File: src/hw/rtl/cdll_pkg.sv
// ============================================================================
// cdll_pkg: shared types and constants for the cursor linked list
// Operation codes, decoded command word, status codes, engine states.
// ============================================================================
package cdll_pkg;

    localparam int unsigned PoolDepthDefault  = 256;
    localparam int unsigned ValueWidthDefault = 32;
    localparam int unsigned FuncW             = 4;
    localparam int unsigned DataW             = 32;
    localparam int unsigned LenW              = 9;

    typedef enum logic [3:0] {
        OP_CLEAR      = 4'd0,
        OP_PREPEND    = 4'd1,
        OP_APPEND     = 4'd2,
        OP_INS_BEFORE = 4'd3,
        OP_INS_AFTER  = 4'd4,
        OP_DEL_FRONT  = 4'd5,
        OP_DEL_BACK   = 4'd6,
        OP_DEL_CURSOR = 4'd7,
        OP_MV_FRONT   = 4'd8,
        OP_MV_BACK    = 4'd9,
        OP_MV_PREV    = 4'd10,
        OP_MV_NEXT    = 4'd11,
        OP_READ       = 4'd12
    } op_t;

    typedef enum logic [1:0] {
        ST_OK      = 2'd0,
        ST_NEEDCUR = 2'd1,
        ST_FULL    = 2'd2
    } status_t;

    typedef enum logic [3:0] {
        EX_IDLE,
        EX_DECIDE,
        EX_RD1,
        EX_WAIT1,
        EX_WR1,
        EX_WR2,
        EX_WR3,
        EX_RDOUT,
        EX_WAITOUT,
        EX_REPORT
    } ex_state_t;

    // command word from front to back
    typedef struct packed {
        op_t                func;
        logic [DataW-1:0]   value;
    } cmd_t;

endpackage

File: src/hw/rtl/cdll_front.sv
// ============================================================================
// cdll_front: input stage and command queue
// Accepts words, masks the op code, and holds them in a two-entry queue.
// ============================================================================
module cdll_front
    import cdll_pkg::*;
(
    input  logic             clk,
    input  logic             rst_n,
    input  logic             push,
    output logic             full,
    input  logic [FuncW-1:0] func,
    input  logic [DataW-1:0] value_in,
    output logic             cmd_valid,
    output cmd_t             cmd,
    input  logic             cmd_take
);

    cmd_t       q_reg [2];
    logic       rd_reg, rd_next, wr_reg, wr_next;
    logic [1:0] cnt_reg, cnt_next;
    cmd_t       in_cmd;
    logic       do_push, do_pop;

    // unused codes behave as a read
    always_comb
    begin
        in_cmd.value = value_in;
        if (func > FuncW'(OP_READ))
        begin
            in_cmd.func = OP_READ;
        end
        else
        begin
            in_cmd.func = op_t'(func);
        end
    end

    assign full      = (cnt_reg == 2'd2);
    assign cmd_valid = (cnt_reg != 2'd0);
    assign cmd       = q_reg[rd_reg];
    assign do_push   = push && !full;
    assign do_pop    = cmd_take && cmd_valid;

    always_comb
    begin
        rd_next  = do_pop ? !rd_reg : rd_reg;
        wr_next  = do_push ? !wr_reg : wr_reg;
        cnt_next = cnt_reg + 2'(do_push) - 2'(do_pop);
    end

    always_ff @(posedge clk)
    begin
        if (do_push)
        begin
            q_reg[wr_reg] <= in_cmd;
        end
    end

    always_ff @(posedge clk or negedge rst_n)
    begin
        if (!rst_n)
        begin
            rd_reg  <= 1'b0;
            wr_reg  <= 1'b0;
            cnt_reg <= 2'd0;
        end
        else
        begin
            rd_reg  <= rd_next;
            wr_reg  <= wr_next;
            cnt_reg <= cnt_next;
        end
    end

`ifndef SYNTHESIS
    a_cnt_max: assert property (@(posedge clk) disable iff (!rst_n) cnt_reg != 2'd3)
        else $error("queue count overflow");
    a_cnt_push: assert property (@(posedge clk) disable iff (!rst_n)
        (do_push && !do_pop) |=> cnt_reg == $past(cnt_reg) + 2'd1)
        else $error("push not counted");
    a_ptrs: assert property (@(posedge clk) disable iff (!rst_n)
        (cnt_reg == 2'd0 || cnt_reg == 2'd2) |-> rd_reg == wr_reg)
        else $error("pointer mismatch");
`endif

endmodule

File: config.mk
export PLATFORM = sky130hd
export DESIGN_NAME = cdll_front
export DESIGN_NICKNAME = d
export VERILOG_FILES = /design/src/hw/rtl/cdll_pkg.sv /design/src/hw/rtl/cdll_front.sv
export SDC_FILE = /design/constraint.sdc
export NUM_CORES = 1
export LEC_CHECK = 0
export ABC_AREA = 1
export BUFFER_PORTS_ARGS = -buffer_cell sky130_fd_sc_hd__buf_2
export CAP_MARGIN = 25
export CORE_ASPECT_RATIO = 1.1
export CORE_MARGIN = 2
export CORE_UTILIZATION = 51
export CTS_CLUSTER_DIAMETER = 40
export DETAILED_ROUTE_END_ITERATION = 16
export PLACE_DENSITY = 0.78
export SYNTH_ARGS = -nofsm -noshare
export SYNTH_HDL_FRONTEND = slang
export SYNTH_SLANG_ARGS = --single-unit
export TNS_END_PERCENT = 20
File: constraint.sdc
create_clock -name clk -period 3.1 [get_ports clk]
set_input_delay 0.31 -clock clk [delete_from_list [all_inputs] [get_ports clk]]
set_output_delay 0.31 -clock clk [all_outputs]
set_load 0.005 [all_outputs]
After elaboration in Yosys (flattened, before gate mapping)
Memories as Yosys holds them, arrays and structs flattened.
Index checks and enable logic that the tools add are counted.

operators by class
  muxes and demuxes = 3
  equal/unequal tests = 1
  add/subtract/negate cells = 2
  reduce and logical (&&, ||, !) cells = 6
  $lt $le $gt $ge = 1

operator list
  cell                number
  $gt 4x4->1 const B  1
  $mux 4              1
  $logic_not 1->1     3
  $add 2x1->2         1
  $eq 2x2->1 const B  1
  $logic_and 1x1->1   2
  $mux 1              2
  $reduce_bool 2->1   1
  $sub 2x1->2         1

word-level totals
  bits in writable memories = 72
  output and inout bits = 38
  input bits = 40
  register bits = 4
  memories = 1

memories
  memory  depth  bits a word  read ports  clocked after Yosys merged registers in  write ports  RTL line          text
  q_reg   2      36           1           0                                        1            cdll_front.sv:19  cmd_t q_reg [2];

Depth between registers and ports, before layout
Gate-level depths: netlist of the first run.

  word-level depth = 5
  gate-level depth with buffers = 10
  gate-level depth less buffers = 10

Worst setup path after synthesis of the first run
No wires, ideal clock.

  path kind = register to register
  start = reg cnt_reg[1]
  end = mem q_reg[1][0] (netlist name) (enable)
  clock period less this slack = 2507 ps
  data arrival time = 2078 ps
  required time = 2671 ps
  path buffers = 0
  slack = 593 ps
  cell stages (with the launch flop) = 4
  cells stage by stage = dfrtp_1 > nand2_1 > nand2_1 > nor2_1

between the ends
  longest elaborated chain between the ends = 5

RTL lines
  what                          RTL line          text
  from (decl)                   cdll_front.sv:21  logic [1:0] cnt_reg, cnt_next;
  from (signal assigned)        cdll_front.sv:72  cnt_reg <= cnt_next;
  $eq 2x2->1                    cdll_front.sv:39  assign full = (cnt_reg == 2'd2);
  $logic_not 1->1               cdll_front.sv:42  assign do_push = push && !full;
  $logic_and 1x1->1             cdll_front.sv:42
  $mux 1                        cdll_front.sv:54  if (do_push)
  $mux 1 (implied by the code)  cdll_front.sv:56  q_reg[wr_reg] <= in_cmd;
  to (decl)                     cdll_front.sv:19

No other way between the ends.

Final worst setup path of the first run
  start = reg wr_reg
  end = mem q_reg[0][10] (netlist name) (enable)

RTL lines
  what                    RTL line          text
  from (decl)             cdll_front.sv:20  logic rd_reg, rd_next, wr_reg, wr_next;
  from (signal assigned)  cdll_front.sv:71  wr_reg <= wr_next;

No word-level cell before the write port.

==> impl_metrics.yaml, run 1 <==
timing:
  hold_viol: 0
  worst_slew_pin_slew_ns: 0.727
  fin_worst_skew_ns: 0.00743
  finalSetupViolations: 0
  fmax_mhz: 539
  fin_crit_sh: 0.598
  fin_hold_ws_ns: 0.155
  setup_tns_ns: 0
  maxSlewViolCount: 0
  rsz0062_at_grt: "false"
  period_needed_ns: 1.85
  relSlewSlack: 0.514
cts:
  cts_made_buffers: 9
  htreeDepth: 3
  clockRootBuffer: "clkbuf_8"
  clock-sinks: 76
  clk_pin_slew_ns: 0.07
  cts_resized: 0
  clk_path_buf_depth: 2
  cts_tree: "yes"
  clock_latency_ns: 0.34
detailed_routing:
  drtPass1Iterations: 4
  vias: 1779
  final_antenna_net_count: 0
  vias_per_cell: 4.61
  drtIter0Drc: 131
  wl_mm: 4.95
  remaining_drc_errors: 0
  post_drt_wl_per_cell_um: 12.8
placement:
  place.port_buffers: 77
  dp_hpwl_mm: 3.16
  dp.cells: 369
  place_congestion: 0.838
global_routing:
  grt_pass1_wl_mm: 7.63
  grt-ovfl-total: 0
  grt_pass1_vias: 1703
  grt_max_degree: 38
  grt_use_total: 0.168
  antenna_found_initial: 0
worst_hold_path:
  hp-class: "in -> reg"
synthesis:
  async_flop_share: 0.0526
  synth.distinct_cells: 12
  syn-cell-area_um2: 2890
  synth_area_leaders: "edfxtp_1, nand2_1, dfrtp_1"
  synth_nets: 266
  synth_ff_type: "edfxtp_1"
  yosys.area.top_type_share: 0.749
  synth.most_common_cell: "nand2_1"
  netlist_instances: 224
  postSynthAreaPerCell_um2: 12.9
  synth_common_cells: "nand2_1, edfxtp_1, inv_1"
  synth_area_leader_cell: "edfxtp_1"
  yosysWarnings: 0
  seq_area_frac_synth: 0.783
  synth_edf_count: 72
  ys_ff_latch: 76
setup_path:
  setup.worst_path.end: "q_reg[0][10]"
  rr_endpoint: "q_reg[0][10]"
  arrival_ns: 1.88
  crit_slowest_cell: "inv_1"
  crit_required_ns: 3.12
  start_kind: "flop"
  critical-path-max-stage-delay_ns: 0.55
  cpMostUsedCell: "inv_1"
  crit_buf_inv: 3
  crit_chain: "inv_1 -> nand3_1 -> inv_1 -> buf_4"
  cp.depth: 4
  r2r_setup_slack_ns: 1.25
  startpoint: "wr_reg"
  rr_startpoint: "wr_reg"
  endpoint_kind: "flop"
  cp_top_family: "buffers and inverters"
  r2r_cells: 4
  cp_max_fo: 19
  criticalPathCategory: "reg -> reg"
floorplanning:
  die_y_um: 82.9
  ios: 78
  start_util: 0.532
  coreArea_um2: 5430
  dieArea_um2: 6280
  rows: 28
  die_x_um: 75.7
finish:
  drive_gt1_frac: 0.299
  largest_register_ffs: 72
  syn_to_final_growth_pct: 21.0
  nets: 349
  diodes: 0
  layoutNonFillerInstCount: 386
power_and_ir_drop:
  power_density_nw_per_um2: 864
  p_leak_nw: 1.57
  ir_drop_mv: 0.598
job:
  drv_cap: 0
run_status:
  status: "complete, no violations"
-- logic make-up after synthesis --
group	synth area share
adders and majority gates	0.00866
and+or+nand+nor	0.164
DFF	0.783
buffers and inverters	0.0390
AOI/OAI and AO/OA	0.00520
-- cells in the final DEF (no fill, tap or decap) --
cell type and n:
clkinv_2 2, a21boi_0 2, buf_2 77, buf_4 2, inv_1 9, inv_2 1
edfxtp_1 72, nand3_1 3, nand2_1 121, ha_1 2, nor2_4 1, buf_12 1
dfrtp_1 4, clkbuf_1 2, clkinv_1 2, clkbuf_8 9, dlygate4sd3_1 1
-- power breakdown --
part           switching, mW  internal, mW  total (mW)
registers             0.0595          1.40        1.46
clock network          0.315         0.278       0.594
logic                  0.603         0.358       0.960
total                  0.977          2.04        3.02
-- final cells by class --
class                   instances  area (µm²)
clock buffers                  11         131
clock inverters                 4        17.5
fillers                       416        1940
inverters                      10        37.5
multi-input cells             129         520
flip-flops and latches         76        2260
well taps                      75        93.8
repair buffers                 81         430
-- timing repair --
action	CTS	global route
setup buffers	0	0
hold buffers	1	0
endpoints found under the hold margin	4	0
-- how the worst min path moves through the flow --
stage / start / endpoint / slack, ns / cells past startpoint
after floorplan: rst_n / cnt_reg[0] / 0.01 / 0
after CTS: value_in[28] / q_reg[1][28] / 0.14 / 1
after global placement: rst_n / wr_reg / 0.12 / 1
after detailed placement: rst_n / wr_reg / 0.12 / 1
after global routing: value_in[28] / q_reg[1][28] / 0.14 / 1
final: value_in[28] / q_reg[0][28] / 0.15 / 1
-- layer usage --
layer	up-vias	global-route usage	share of wire
li1	902	-	-
met1	822	0.188	0.40
met2	47	0.282	0.53
met3	8	0.0400	0.043
met4	0	0.0957	0.022
met5	-	0	0
-- per-stage QoR --
stage / instance area, µm² / util / total power, mW / worst slack [ns]
after CTS: 3470 / 0.640 / 3.05 / 1.20
after detailed placement: 3310 / 0.610 / 2.45 / 1.21
after global routing: 3490 / 0.643 / 3.24 / 1.07
after global placement: 3310 / 0.610 / 2.42 / 1.26
final: 3490 / 0.643 / 3.02 / 1.25
after floorplan: 2890 / - / 2.09 / 0.593
Note: power is estimated with default switching activity, not from simulation.
==> run 2: changes to the inputs <==
- clock period: 3.1 -> 1.71 ns (I/O delays scaled with it)
==> run 2 against run 1 <==
Sequential power is 82% higher. Combinational power is 90% higher. Non-clock buffer count rose by 11. Largest power group unchanged. Highest routed layer unchanged. Via count increased by 3.0%. Count of clock-buffer cells in the layout fell by 1.
==> impl_metrics.yaml, run 2 (synthesis results as in run 1) <==
placement:
  place_congestion: 0.714
  dp_hpwl_mm: 3.40
  dp.cells: 376
  post-place-ws_ns: 0.304
  place.port_buffers: 77
global_routing:
  grt_pass1_vias: 1835
  grt-ovfl-total: 0
  grt_max_degree: 21
  antenna_found_initial: 0
  grt_use_total: 0.173
  grt_pass1_wl_mm: 7.87
finish:
  layout_commonest_cell: "nand2_1"
  diodes: 0
  fin_util: 0.669
  syn_to_final_growth_pct: 25.8
  fill_cells: 407
  drive_gt1_frac: 0.310
  largest_register_ffs: 72
  layout_common_cells: "nand2_1, buf_2, edfxtp_1"
  layoutNonFillerInstCount: 398
  nets: 360
setup_path:
  endpoint_kind: "output port"
  arrival_ns: 1.34
  cp_top_family: "buffers and inverters"
  criticalPathCategory: "reg -> out"
  critical-path-max-stage-delay_ns: 0.42
  start_kind: "flop"
  crit_required_ns: 1.54
  crit_slowest_cell: "dfrtp_1"
  cpMostUsedCell: "nand2_1"
  cp_max_fo: 20
  crit_buf_inv: 3
  crit_chain: "inv_2 -> buf_4 -> nand2_1 -> nand2_1 -> buf_2"
  r2r_setup_slack_ns: 0.27
cts:
  clock_latency_ns: 0.34
  clock-sinks: 76
  clockRootBuffer: "clkbuf_8"
  post_cts_hold_buffer_count: 6
  cts_resized: 0
  clk_pin_slew_ns: 0.07
  cts_tree: "yes"
  clk_path_buf_depth: 2
  cts_made_buffers: 9
  htreeDepth: 3
  postCtsSetupRepairBufs: 0
timing:
  setup_tns_ns: 0
  rsz0062_at_grt: "false"
  period_needed_ns: 1.51
  relSlewSlack: 0.783
  fin_worst_skew_ns: 0.00608
  worst_slew_pin_slew_ns: 0.323
  maxSlewViolCount: 0
  post-route-worst-setup-slack_ns: 0.198
  finalSetupViolations: 0
  fin_crit_sh: 0.884
  hold_viol: 0
  fmax_mhz: 662
floorplanning:
  dieArea_um2: 6280
  die_y_um: 82.9
  start_util: 0.532
  ios: 78
  die_x_um: 75.7
  coreArea_um2: 5430
  rows: 28
worst_hold_path:
  hp-class: "in -> reg"
power_and_ir_drop:
  ir_drop_mv: 1.09
  power_density_nw_per_um2: 1620
  p_total_mw: 5.88
  p_leak_nw: 1.63
detailed_routing:
  wl_mm: 5.02
  remaining_drc_errors: 0
  drtIter0Drc: 80
  post_drt_wl_per_cell_um: 12.6
  vias_per_cell: 4.60
  vias: 1832
  final_antenna_net_count: 0
  drtPass1Iterations: 4
run_status:
  status: "complete, no violations"
job:
  drv_cap: 0
run 2: cell count changes in the layout (fill, tap and decap cells not counted):
cell           previous run  this run
clkbuf_1                  2         1
bufinv_16                 0         2
buf_12                    1         0
dlygate4sd3_1             1         6
buf_4                     2         9
clkinv_1                  2         3
clkinvlp_4                0         1
clkinv_2                  2         0
run 2: cell type report:
| cell class | instances | area (µm²) | share of cell area |
|---|---|---|---|
| clock buffers | 10 | 128 | 0.0351 |
| clock inverters | 6 | 78.8 | 0.0217 |
| inverters | 10 | 37.5 | 0.0103 |
| multi-input cells | 129 | 520 | 0.143 |
| flip-flops and latches | 76 | 2260 | 0.623 |
| well taps | 75 | 93.8 | 0.0258 |
| repair buffers | 92 | 513 | 0.141 |
run 2: power breakdown:
group / internal, mW / switching, mW
clock: 0.807 / 0.594
combinational: 0.714 / 1.11
sequential: 2.54 / 0.117
run 2: through the flow:
step / hold slack, ns / instance area [µm²]
CTS: 0.000210 / 3630
global route: 0.00359 / 3630
floorplan: -0.125 / 2900
detailed placement: -0.0162 / 3370
finish: 0.0168 / 3630
global placement: -0.0179 / 3370
run 2: per-layer routing:
layer	vias to the layer above	routed length, µm	GRT usage
li1	930	-	-
met1	838	1930	0.174
met2	56	2780	0.309
met3	8	227	0.0400
met4	0	85	0.0957
met5	-	0	0
run 2: worst register-to-register path: stages, from the launching register on:
cell     delay, ns
dfrtp_1       0.39
inv_1         0.07
nand2_1       0.10
nand2_1       0.10
inv_1         0.05
ha_1          0.26
inv_1         0.06
ha_1          0.16
inv_1         0.04
nand2_1       0.06
nand2_1       0.05
run 2: worst paths after layout:
| check | to | cells after the start | from |
|---|---|---|---|
| worst min register to register | wr_reg | 2 | wr_reg |
| worst max-delay path | cmd[1] | 5 | rd_reg |
| worst min-delay path | q_reg[0][0] | 1 | value_in[0] |
| worst max register to register | cnt_reg[1] | 10 | cnt_reg[0] |
| min in group asynchronous | cnt_reg[1] | 2 | rst_n |
| max in group asynchronous | rd_reg | 2 | rst_n |
